**src/wat_pkg.sv**
```systemverilog
// Shared types and constants for the weekly alarm table core.
// Depends on nothing; every other file of the block imports it.
`default_nettype none
package wat_pkg;

	localparam int MAX_ALARMS  = 16;
	localparam int MAX_REPEATS = 15;
	localparam int IDX_W       = $clog2(MAX_ALARMS);
	localparam int CNT_W       = $clog2(MAX_ALARMS + 1);
	localparam int ID_W        = 5;
	localparam int REP_W       = 4;
	localparam int STAMP_W     = 32;
	localparam int IN_DATA_W   = 88;
	localparam int IN_USER_W   = 2;
	localparam int OUT_DATA_W  = 32;

	localparam logic [7:0] MAX_HOUR   = 8'd23;
	localparam logic [7:0] MAX_MINUTE = 8'd59;

	// item kinds
	localparam logic [1:0] KIND_TICK   = 2'd0;
	localparam logic [1:0] KIND_UPSERT = 2'd1;
	localparam logic [1:0] KIND_REMOVE = 2'd2;

	// result status codes
	localparam logic [2:0] ST_DONE    = 3'd0;
	localparam logic [2:0] ST_FIRED   = 3'd1;
	localparam logic [2:0] ST_NONE    = 3'd2;
	localparam logic [2:0] ST_BADTIME = 3'd3;
	localparam logic [2:0] ST_NODAY   = 3'd4;
	localparam logic [2:0] ST_REPEATS = 3'd5;
	localparam logic [2:0] ST_UNKNOWN = 3'd6;
	localparam logic [2:0] ST_FULL    = 3'd7;

	// per-cell operations
	localparam logic [1:0] CELL_HOLD  = 2'd0;
	localparam logic [1:0] CELL_LOAD  = 2'd1;
	localparam logic [1:0] CELL_SHIFT = 2'd2;
	localparam logic [1:0] CELL_FIRE  = 2'd3;

	typedef struct packed {
		logic [ID_W-1:0]    id;
		logic               en;
		logic [7:0]         hour;
		logic [7:0]         minute;
		logic [6:0]         days;
		logic [REP_W-1:0]   repeats;
		logic [7:0]         command;
		logic               fired;
		logic [STAMP_W-1:0] last_stamp;
	} entry_t;

	typedef struct packed {
		logic [7:0]         hour;
		logic [7:0]         minute;
		logic [2:0]         weekday;
		logic [STAMP_W-1:0] stamp;
	} now_t;

endpackage
`default_nettype wire

```
**src/wat_cell.sv**
```systemverilog
// One alarm slot of the table chain: holds an entry, loads, fires or takes
// its right-hand neighbor's entry. Depends on wat_pkg.
`default_nettype none
module wat_cell (
	input  wire                  clk,
	input  wire [1:0]            op,
	input  wat_pkg::entry_t      load,
	input  wat_pkg::entry_t      next,
	input  wat_pkg::now_t        now,
	output wat_pkg::entry_t      entry,
	output logic                 match
);
	import wat_pkg::*;

	entry_t entry_q;

	assign entry = entry_q;

	// flag a due alarm that has not fired in this minute stamp
	always_comb begin
		match = entry_q.en && entry_q.hour == now.hour && entry_q.minute == now.minute
			&& now.weekday != 3'd7 && entry_q.days[now.weekday]
			&& !(entry_q.fired && entry_q.last_stamp == now.stamp);
	end

	// update the slot
	always_ff @(posedge clk) begin
		unique case (op)
			CELL_LOAD: entry_q <= load;
			CELL_SHIFT: entry_q <= next;
			CELL_FIRE: begin
				entry_q.fired      <= 1'b1;
				entry_q.last_stamp <= now.stamp;
			end
			default: entry_q <= entry_q;
		endcase
	end

endmodule
`default_nettype wire

```
**config.mk**
```make
export PLATFORM = sky130hd
export DESIGN_NAME = wat_cell
export DESIGN_NICKNAME = d
export VERILOG_FILES = /design/src/wat_pkg.sv /design/src/wat_cell.sv
export SDC_FILE = /design/constraint.sdc
export NUM_CORES = 1
export LEC_CHECK = 0
export BUFFER_PORTS_ARGS = -buffer_cell sky130_fd_sc_hd__buf_2
export CORE_AREA = 2 2 107 109
export CTS_CLUSTER_SIZE = 8
export DETAILED_ROUTE_END_ITERATION = 6
export DIE_AREA = 0 0 109 111
export PLACE_DENSITY = 0.77
export SLEW_MARGIN = 25
export SYNTH_ARGS = -nofsm -noshare
export SYNTH_HDL_FRONTEND = slang
export SYNTH_SLANG_ARGS = --single-unit
```
**constraint.sdc**
```tcl
create_clock -name clk -period 2.5 [get_ports clk]
set_input_delay 0.625 -clock clk [delete_from_list [all_inputs] [get_ports clk]]
set_output_delay 0.625 -clock clk [all_outputs]
set_load 0.02 [all_outputs]
```
; ---- Word level (Yosys, flattened, before mapping)
; Index checks and enable logic that the tools add are counted.
[classes]
n_addsub = 0
multipliers = 0
div = 0
n_lt_le_gt_ge = 1
eq_ne = 7
shifts = 0
n_mux = 4
bitwise = 0
n_reduce_logical = 9
[op_table]
columns = cell, n
row1 = $pmux 33 s3, 1
row2 = $pmux 41 s2, 1
row3 = $eq 32x32->1, 1
row4 = $eq 8x8->1, 2
row5 = $logic_and 1x1->1, 6
row6 = $eq 2x2->1 const B, 2
row7 = $lt 3x4->1 const B, 1
row8 = $bmux 1 s3, 1
row9 = $ne 3x3->1 const B, 1
row10 = $reduce_bool 3->1, 1
row11 = $eq 2x1->1 const B, 1
row12 = $reduce_bool 2->1, 1
row13 = $logic_not 1->1, 1
row14 = $mux 1, 1
[totals]
regBits = 74
latchBits = 0
mem_bits_rw = 0
mem_bits_ro = 0
in_bits = 202
out_inout_bits = 75
mem_count = 0

; ---- Logic depth before layout (Yosys ltp)
; Gate-level depths: netlist (run 1).
[logic_depth]
depth_word = 6
mapped_depth = 6
depth_no_buf = 5

; ---- Least setup slack after synthesis (run 1)
; OpenSTA, ideal clock, no wires.
[synth_timing]
path_type = input to output
start = input now[42] (netlist bit)
end = output match
arrival_time_ps = 1868
required_time_ps = 1875
path_slack_ps = 7
stages = 4
n_path_buf = 0
path_cell_list = xor2_1 > nor4_2 > nand4_1 > nor4_1
[synth_via]
elab_chain_cells = 5
[synth_lines]
columns = item, line_no
row1 = "start, declared", wat_cell.sv:9  ; input wat_pkg::now_t now,
row2 = $eq 8x8->1, wat_cell.sv:21  ; match = entry_q.en && entry_q.hour == now.hour && entry_q.minute == now.minute
row3 = $logic_and 1x1->1, wat_cell.sv:21
row4 = $logic_and 1x1->1 (2 in a row), wat_cell.sv:22  ; && now.weekday != 3'd7 && entry_q.days[now.weekday]
row5 = $logic_and 1x1->1, wat_cell.sv:23  ; && !(entry_q.fired && entry_q.last_stamp == now.stamp);
row6 = "end, declared", wat_cell.sv:11  ; output logic match
; Every way passes these cells.

; ---- Final worst setup path (run 1)
[layout_timing]
start = register entry_q, in the netlist entry[11]
end = output match
[layout_via]
elab_chain_cells = 4
[layout_lines]
columns = item, line_no
row1 = "start, declared", wat_cell.sv:15  ; entry_t entry_q;
row2 = "start signal, assigned", wat_cell.sv:29  ; CELL_LOAD: entry_q <= load;
row3 = "start signal, assigned", wat_cell.sv:30  ; CELL_SHIFT: entry_q <= next;
row4 = "start signal, assigned", wat_cell.sv:35  ; default: entry_q <= entry_q;
row5 = $eq 32x32->1, wat_cell.sv:23
row6 = $logic_and 1x1->1, wat_cell.sv:23
row7 = $logic_not 1->1, wat_cell.sv:23
row8 = $logic_and 1x1->1, wat_cell.sv:23
; Every way passes these cells.

==> flow_summary.toml, run 1 <==
[setup_path]
cp.arrival_ns = 1.97
critPathMaxFanout = 2
startpoint_type = "flop"
worstSetupEndpointType = "primary output"
path_class = "flop to primary output"
required_ns = 1.88

[pwr]
power_density_mw_per_mm2 = 700.6
p_leak_nw = 2.782
vdd_drop_max_mv = 0.2745

[logic_synthesis]
synth_area_per_cell_um2 = 12.70
yosysWarningCount = 0
synth-seq-area-share_pct = 56.98
ys_types = 24
netlist_area_mm2 = 0.003900
synth_nets = 512
synthCells = 307
ys_ff_latch = 74

[placement]
dp_slack_ns = -0.2177
dpl_cell_area_mm2 = 0.005542
post-dp-hpwl_um = 9277
dp.cells = 725
io_buffers = 276
globalplace.congestion = 0.7973

[global_routing]
overflow = 0
antenna_found_initial = 1
grt_first_pass_wirelength_um = 17170
track_usage_pct = 18.85
grt_pass1_vias = 3560
grt_max_degree = 67

[cells_and_area]
finish.net_count = 798
layout-drive-gt1-share_pct = 59.87
final_common_cell = "buf_2"
design_area_mm2 = 0.005939
mostFrequentLayoutCells = "buf_2, edfxtp_1, nand2_1, xor2_1, mux2_2"
layout.cells.non_filler = 742
area_growth_pct = 52.29
largest_register_ffs = 74
fin_util_pct = 53.62

[route]
routed_wl_um = 11770
wl_per_cell_um = 15.87
num_vias = 3536
drtAntennaViolNets = 0
avgViaCountPerCell = 4.765
drc = 0
firstDrtPassIters = 4
drt_iter0_markers = 182

[clock_tree]
clk_path_buf_depth = 2
cts.clk_slew.worst_paths_ns = 0.05
cts_hold_buf = 0
clock-sinks = 74
cts_setup_buffers = 0
cts_buffers = 9
cts_tree = "done"
htreeDepth = 3
clockRootBuffer = "clkbuf_16"

[timing]
finalCriticalPeriod_ns = 2.593
drv_slew = 0
fmax_mhz = 385.7
final_hold_viol_count = 0
finalCritPeriodShare_pct = 103.7
setup_slack_ns = -0.09298
relSlewSlack_pct = 71.33
grt_setup_unrepaired = "yes"
worstMarginPinSlew_ns = 0.4301
setup_violations = 1

[floorplan]
row_count = 39
ios = 277
core_mm2 = 0.01108
die_w_um = 109
start_util_pct = 35.21
die_area_mm2 = 0.01210
fp.dieH_um = 111

[job]
cap_violations = 0

[outcome]
status = "finished, violations left"
violations = "setup timing"

[min_path]
min_path_type = "primary input to flop"
metrics by stage:
step	total power [mW]	TNS [ns]	hold WS, ns
5_1_grt	4.333	-0.2282	0.5617
3_3_place_gp	2.606	-0.1866	0.8925
2_1_floorplan	2.193	0	0.8036
3_5_place_dp	2.631	-0.2177	0.8988
6_report	4.161	-0.09298	0.5656
4_1_cts	4.196	-0.1439	0.5526
worst max-delay path, stage by stage, from the launching register on:
cell      delay (ns)
edfxtp_1        0.40
xor2_1          0.18
nor4_2          0.31
buf_4           0.16
nand3_2         0.07
nor3_2          0.18
buf_4           0.14
nor4_2          0.03
buf_4           0.16
final timing paths:
check	end	from	cells after the start
min	entry[8]	load[8]	3
max	match	entry[11]	8
per-layer routing:
metal  GRT usage, %  routed length, um  vias to the layer above
li1               -                  -                     1706
met1          19.74               4292                     1631
met2          35.61               6328                      189
met3          4.821               1005                       10
met4          6.239                146                        0
met5              0                  0                        -
cell families after synthesis:
| kind of cell | after synthesis | synth area share, % |
|---|---|---|
| DFF | 74 | 56.98 |
| AOI/OAI and AO/OA | 35 | 6.705 |
| muxes | 43 | 12.67 |
| and+or+nand+nor | 86 | 9.913 |
| adders and majority gates | 3 | 0.9626 |
| buffers and inverters | 18 | 1.989 |
| xor gates and xnor gates | 48 | 10.78 |
power breakdown:
part | internal [mW] | switching (mW) | total [mW]
combinational | 0.398 | 0.538 | 0.936
clock | 1.07 | 0.479 | 1.55
sequential | 1.58 | 0.0981 | 1.67
layout make-up:
cell class | count | area [um^2]
diodes | 1 | 2.502
clock buffers | 10 | 229.0
clock inverters | 6 | 128.9
fillers | 951 | 5137
inverters | 3 | 11.26
multi-input cells | 215 | 1653
flip-flops and latches | 74 | 2222
well taps | 143 | 178.9
repair buffers | 290 | 1514
Yosys cell counts:
| cell type | instances | area share, % |
|---|---|---|
| a211o_1 | 1 | 0.22 |
| a22oi_1 | 32 | 6.2 |
| buf_1 | 3 | 0.29 |
| buf_2 | 8 | 1.0 |
| clkbuf_1 | 4 | 0.38 |
| edfxtp_1 | 74 | 57 |
| ha_1 | 3 | 0.96 |
| inv_1 | 3 | 0.29 |
| mux2_2 | 41 | 12 |
| mux2i_1 | 1 | 0.26 |
| mux4_2 | 1 | 0.58 |
| nand2_1 | 65 | 6.3 |
| nand3_1 | 2 | 0.26 |
| nand3b_1 | 1 | 0.19 |
| nand4_1 | 2 | 0.32 |
| nor2_1 | 1 | 0.096 |
| nor2b_1 | 1 | 0.16 |
| nor3_1 | 3 | 0.38 |
| nor4_1 | 8 | 1.3 |
| nor4_2 | 3 | 0.96 |
| o211ai_1 | 1 | 0.19 |
| o21ai_0 | 1 | 0.13 |
| xnor2_1 | 2 | 0.45 |
| xor2_1 | 46 | 10 |
what timing repair did:
item | in CTS | in global routing
resized for setup | 2 | 5
pin swaps | 1 | 4
setup endpoints to repair | 1 | 1
hold endpoints to repair | 0 | 0
No activity file was read; power rests on OpenSTA's default activity.
==> run 2, diff against run 1 <==
--- a/config.mk
+++ b/config.mk
@@ -5,12 +5,13 @@
 export SDC_FILE = /design/constraint.sdc
 export NUM_CORES = 1
 export LEC_CHECK = 0
+export ABC_AREA = 1
 export BUFFER_PORTS_ARGS = -buffer_cell sky130_fd_sc_hd__buf_2
-export CORE_AREA = 2 2 107 109
+export CORE_AREA = 2 2 109 111
 export CTS_CLUSTER_SIZE = 8
 export DETAILED_ROUTE_END_ITERATION = 6
-export DIE_AREA = 0 0 109 111
-export PLACE_DENSITY = 0.77
+export DIE_AREA = 0 0 111 113
+export PLACE_DENSITY = 0.78
 export SLEW_MARGIN = 25
 export SYNTH_ARGS = -nofsm -noshare
 export SYNTH_HDL_FRONTEND = slang
==> run 2 against run 1 <==
Against the previous run: the flow now finishes without violations; final area rose by 3.5%; first-iteration DRC count increased by 12%; core utilization increased by 0.94 points; non-clock buffer count decreased by 4; combinational power up 7%; sequential power about the same; highest routed layer unchanged.
==> flow_summary.toml, run 2 <==
[timing]
finalCriticalPeriod_ns = 2.313
worstMarginPinSlew_ns = 0.7031
setup_violations = 0
relSlewSlack_pct = 53.13
finalCritPeriodShare_pct = 92.52
grt_setup_unrepaired = "no"
drv_slew = 0
fmax_mhz = 432.3
whs_ns = 0.5645
final_hold_viol_count = 0
fin_tns_setup_ns = 0

[global_routing]
overflow = 0
grt_first_pass_wirelength_um = 19900
track_usage_pct = 20.03
antenna_found_initial = 2
grt_pass1_vias = 4141
grt_max_degree = 43

[floorplan]
die_area_mm2 = 0.01254
die_w_um = 111
start_util_pct = 37.66
core_mm2 = 0.01127
row_count = 39
fp.dieH_um = 113
ios = 277

[setup_path]
critPathMaxFanout = 2
required_ns = 1.88
path_class = "flop to primary output"
crit_family = "simple AND/OR/NAND/NOR gates"
critPathMaxStageDelay_ns = 0.42
path_cells = "xnor2_2, nand2_1, nor2_1, nand2_1, nor2_1, nand2_1, nor2_2, buf_4"
startpoint_type = "flop"
cpMostUsedCell = "nand2_1"
worstSetupEndpointType = "primary output"
cp.arrival_ns = 1.69
worst-path-buf-inv = 1
critPathSlowestCell = "edfxtp_1"

[logic_synthesis]
synth-edff-count = 74
yosysWarningCount = 0
yosysMostFrequentCell = "nand2_1"
synth-seq-area-share_pct = 52.34
synthTopCellsByCount = "nand2_1, edfxtp_1, inv_1, a22oi_1, nor2_1"
ys_ff_latch = 74
synthCells = 533
synth_area_leaders = "edfxtp_1, nand2_1, inv_1"
ys_types = 20
yosys.area.top_type = "edfxtp_1"
synth_nets = 738
ys.flop_type = "edfxtp_1"
netlist_area_mm2 = 0.004245
async_reset_ff_share_pct = 0
synth_top_cell_area_share_pct = 52.34
synth_area_per_cell_um2 = 7.965

[clock_tree]
cts_tree = "done"
clock-sinks = 74
cts_hold_buf = 0
htreeDepth = 3
cts_buffers = 9
clockRootBuffer = "clkbuf_16"
cts.clk_slew.worst_paths_ns = 0.06
clk_path_buf_depth = 2

[route]
drt_iter0_markers = 204
firstDrtPassIters = 4
num_vias = 4354
drtAntennaViolNets = 0
drc = 0
wl_per_cell_um = 13.39
avgViaCountPerCell = 4.526
routed_wl_um = 12880

[cells_and_area]
final_common_cell = "buf_2"
mostFrequentLayoutCells = "buf_2, nand2_1, edfxtp_1, inv_1, a22oi_1"
largest_register_ffs = 74
layout-drive-gt1-share_pct = 37.33
area_growth_pct = 44.86
finish.net_count = 1017

[placement]
post-dp-hpwl_um = 10610
globalplace.congestion = 0.8914
io_buffers = 276

[outcome]
status = "finished clean"

[pwr]
power_density_mw_per_mm2 = 653.8
vdd_drop_max_mv = 0.2952
p_leak_nw = 3.350
power_mw = 4.021

[min_path]
min_path_type = "primary input to flop"

[job]
cap_violations = 0
-- run 2: changes by cell type in the layout (fill, tap and decap cells not counted), moves of 4 or more --
cell	before	now
nor4_1	4	0
mux2_2	41	0
buf_4	13	9
nand3_1	1	8
xor2_1	46	1
o21ai_1	0	16
nand2_1	65	254
o21ai_0	1	9
nor4_2	7	0
nor2_1	0	25
xnor2_1	2	13
inv_1	3	71
-- run 2: per-layer routing --
layer | GRT usage (%) | part of all wire [%]
met1 | 22.70 | 40
met2 | 36.03 | 51
met3 | 5.410 | 8.2
met4 | 7.917 | 1.7
met5 | 0 | 0
-- run 2: metrics by stage --
step	setup slack [ns]	std cells	utilization [%]	cell area, um^2
floorplan	0.3707	533	-	4245
global placement	0.1395	943	51.58	5814
detailed placement	0.1273	943	51.58	5814
CTS	0.1133	959	54.33	6125
global route	0.01449	961	54.53	6147
finish	0.1870	962	54.56	6150
-- run 2: path summary, 6_finish.rpt --
kind	endpoint	startpoint	slack, ns	depth (start not counted)
max	match	entry[56]	0.19	8
min	entry[63]	load[63]	0.56	3
-- run 2: cell type report --
cell class / count / area, um^2
Fill cell: 1074 / 5122
Sequential cell: 74 / 2222
Multi-Input combinational cell: 369 / 1679
Timing Repair Buffer: 286 / 1484
Inverter: 72 / 270.3
Clock buffer: 10 / 229.0
Tap cell: 143 / 178.9
Clock inverter: 6 / 81.33
Antenna cell: 2 / 5.005
-- run 2: power breakdown --
part           total [mW]  internal (mW)  switching, mW
Clock                1.34          0.867          0.472
Combinational        1.00          0.393          0.608
Sequential           1.68           1.58          0.103
-- run 2: cells by family after synthesis --
kind of cell,count (synthesis),synth area share (%)
AND/OR/NAND/NOR,291,26.14
buffers and inverters,90,8.459
flip-flops,74,52.34
XOR/XNOR,15,3.095
AO/OA/AOI/OAI,60,9.078
adder cells (fa/ha/maj),3,0.8843
-- run 2: repair_timing --
action / 4_1_cts / 5_1_grt
setup buffers: 0 / 1
gates resized for setup: 0 / 3
endpoints found under the setup margin: 0 / 1
==> run 3, diff against run 2 <==
--- a/config.mk
+++ b/config.mk
@@ -8,6 +8,7 @@
 export ABC_AREA = 1
 export BUFFER_PORTS_ARGS = -buffer_cell sky130_fd_sc_hd__buf_2
 export CORE_AREA = 2 2 109 111
+export CTS_BUF_LIST = sky130_fd_sc_hd__clkbuf_8 sky130_fd_sc_hd__clkbuf_16
 export CTS_CLUSTER_SIZE = 8
 export DETAILED_ROUTE_END_ITERATION = 6
 export DIE_AREA = 0 0 111 113
==> run 3 against run 2 <==
Against the previous run: power barely moved; via count rose by 0.11%; largest cell class unchanged; sequential share of layout area did not move; clock power barely moved; global-route usage did not move; critical path type unchanged; largest power group unchanged; routed wire length barely moved; highest routed layer unchanged; critical path depth did not move.
==> flow_summary.toml, run 3 (same netlist as run 2, synthesis figures left out) <==
[cells_and_area]
layout-drive-gt1-share_pct = 37.33
mostFrequentLayoutCells = "buf_2, nand2_1, edfxtp_1, inv_1, a22oi_1"
fillers = 1074
largest_register_ffs = 74
regArea_mm2 = 0.002222
design_area_mm2 = 0.006150
multiInputGateArea_mm2 = 0.001679
final_common_cell = "buf_2"
finish.net_count = 1017
area_growth_pct = 44.86
fin_util_pct = 54.56

[route]
wl_per_cell_um = 13.38
avgViaCountPerCell = 4.531
num_vias = 4359
firstDrtPassIters = 4
drt_iter0_markers = 206
drtAntennaViolNets = 0
drc = 0
routed_wl_um = 12870

[clock_tree]
cts_tree = "done"
clk_path_buf_depth = 2
cts_hold_buf = 0
cts.clk_slew.worst_paths_ns = 0.06
clockRootBuffer = "clkbuf_16"
cts_buffers = 9
clock-sinks = 74
htreeDepth = 3

[setup_path]
path_cells = "xnor2_2, nand2_1, nor2_1, nand2_1, nor2_1, nand2_1, nor2_2, buf_4"
startpoint_type = "flop"
cp.depth = 8
worst-path-buf-inv = 1
critPathSlowestCell = "edfxtp_1"
crit_family = "simple AND/OR/NAND/NOR gates"
cp-endpoint = "match"
cpMostUsedCell = "nand2_1"
worstSetupEndpointType = "primary output"
path_class = "flop to primary output"
crit_start = "entry[56]"
cp.arrival_ns = 1.69
critPathMaxStageDelay_ns = 0.42
critPathMaxFanout = 2
required_ns = 1.88

[floorplan]
ios = 277
start_util_pct = 37.66
die_area_mm2 = 0.01254
core_mm2 = 0.01127
die_w_um = 111
fp.dieH_um = 113
row_count = 39

[placement]
globalplace.congestion = 0.8914
io_buffers = 276
dpl_cell_area_mm2 = 0.005814
post-dp-hpwl_um = 10610

[pwr]
power.switching_mw = 1.185
power_frac_seq_pct = 41.8
comb_power_share_pct = 24.9
clockPowerShare_pct = 33.3
vdd_drop_max_mv = 0.2950
swShare_pct = 29.49
p_leak_nw = 3.354
power_density_mw_per_mm2 = 653.5
p_int_mw = 2.834

[global_routing]
overflow = 0
grt_max_degree = 43
grt_first_pass_wirelength_um = 19900
antenna_found_initial = 2
track_usage_pct = 20.03
grt_pass1_vias = 4141

[timing]
fmax_mhz = 432.3
drv_slew = 0
final_hold_viol_count = 0
worstMarginPinSlew_ns = 0.7032
finalCriticalPeriod_ns = 2.313
grt_setup_unrepaired = "no"
setup_violations = 0
relSlewSlack_pct = 53.12
finalCritPeriodShare_pct = 92.52
fin_tns_setup_ns = 0

[min_path]
min_path_type = "primary input to flop"

[outcome]
status = "finished clean"

[job]
cap_violations = 0
run 3: cell count changes in the layout (fill, tap and decap cells not counted):
cell      change
inv_1         +1
clkbuf_1      -1
run 3: repair_timing:
action / CTS / global route
buffers inserted: 0 / 1
setup endpoints to repair: 0 / 1
gates resized for setup: 0 / 3
run 3: stage by stage:
| step | power (mW) | cells | hold slack [ns] | setup WS, ns |
|---|---|---|---|---|
| 5_1_grt | 4.221 | 961 | 0.5647 | 0.01449 |
| 2_1_floorplan | 2.254 | 533 | 0.8036 | 0.3707 |
| 3_3_place_gp | 2.688 | 943 | 0.8894 | 0.1395 |
| 4_1_cts | 4.055 | 959 | 0.5551 | 0.1133 |
| 6_report | 4.019 | 962 | 0.5631 | 0.1870 |
| 3_5_place_dp | 2.710 | 943 | 0.8946 | 0.1273 |
run 3: worst min-delay path by stage:
stage,slack [ns],endpoint,cells past startpoint,startpoint
6_report,0.56,entry[63],3,load[63]
4_1_cts,0.56,entry[49],3,load[49]
3_3_place_gp,0.89,entry[43],3,load[43]
3_5_place_dp,0.89,entry[71],3,load[71]
5_1_grt,0.56,entry[71],3,load[71]
2_1_floorplan,0.80,entry[33],2,load[33]
run 3: final cells by class:
cell class	count	share of cell area [%]
sequential	74	36.13
multi-input combinational	369	27.30
timing repair buffer	286	24.13
inverter	72	4.395
clock buffer	9	3.662
tap	143	2.909
clock inverter	7	1.384
antenna	2	0.08138
run 3: power by group through the flow:
| stage | Sequential [mW] | Clock, mW | Combinational, mW |
|---|---|---|---|
| 2_1_floorplan | 1.91 | 0 | 0.344 |
| 3_3_place_gp | 1.70 | 0 | 0.992 |
| 3_5_place_dp | 1.71 | 0 | 1.00 |
| 4_1_cts | 1.68 | 1.37 | 1.01 |
| 5_1_grt | 1.70 | 1.41 | 1.10 |
| 6_report | 1.68 | 1.34 | 1.00 |
run 3: metal layers:
metal,GRT usage [%],routed length [um]
met3,5.410,1052
met1,22.70,5087
met5,0,0
met4,7.917,224
met2,36.03,6508
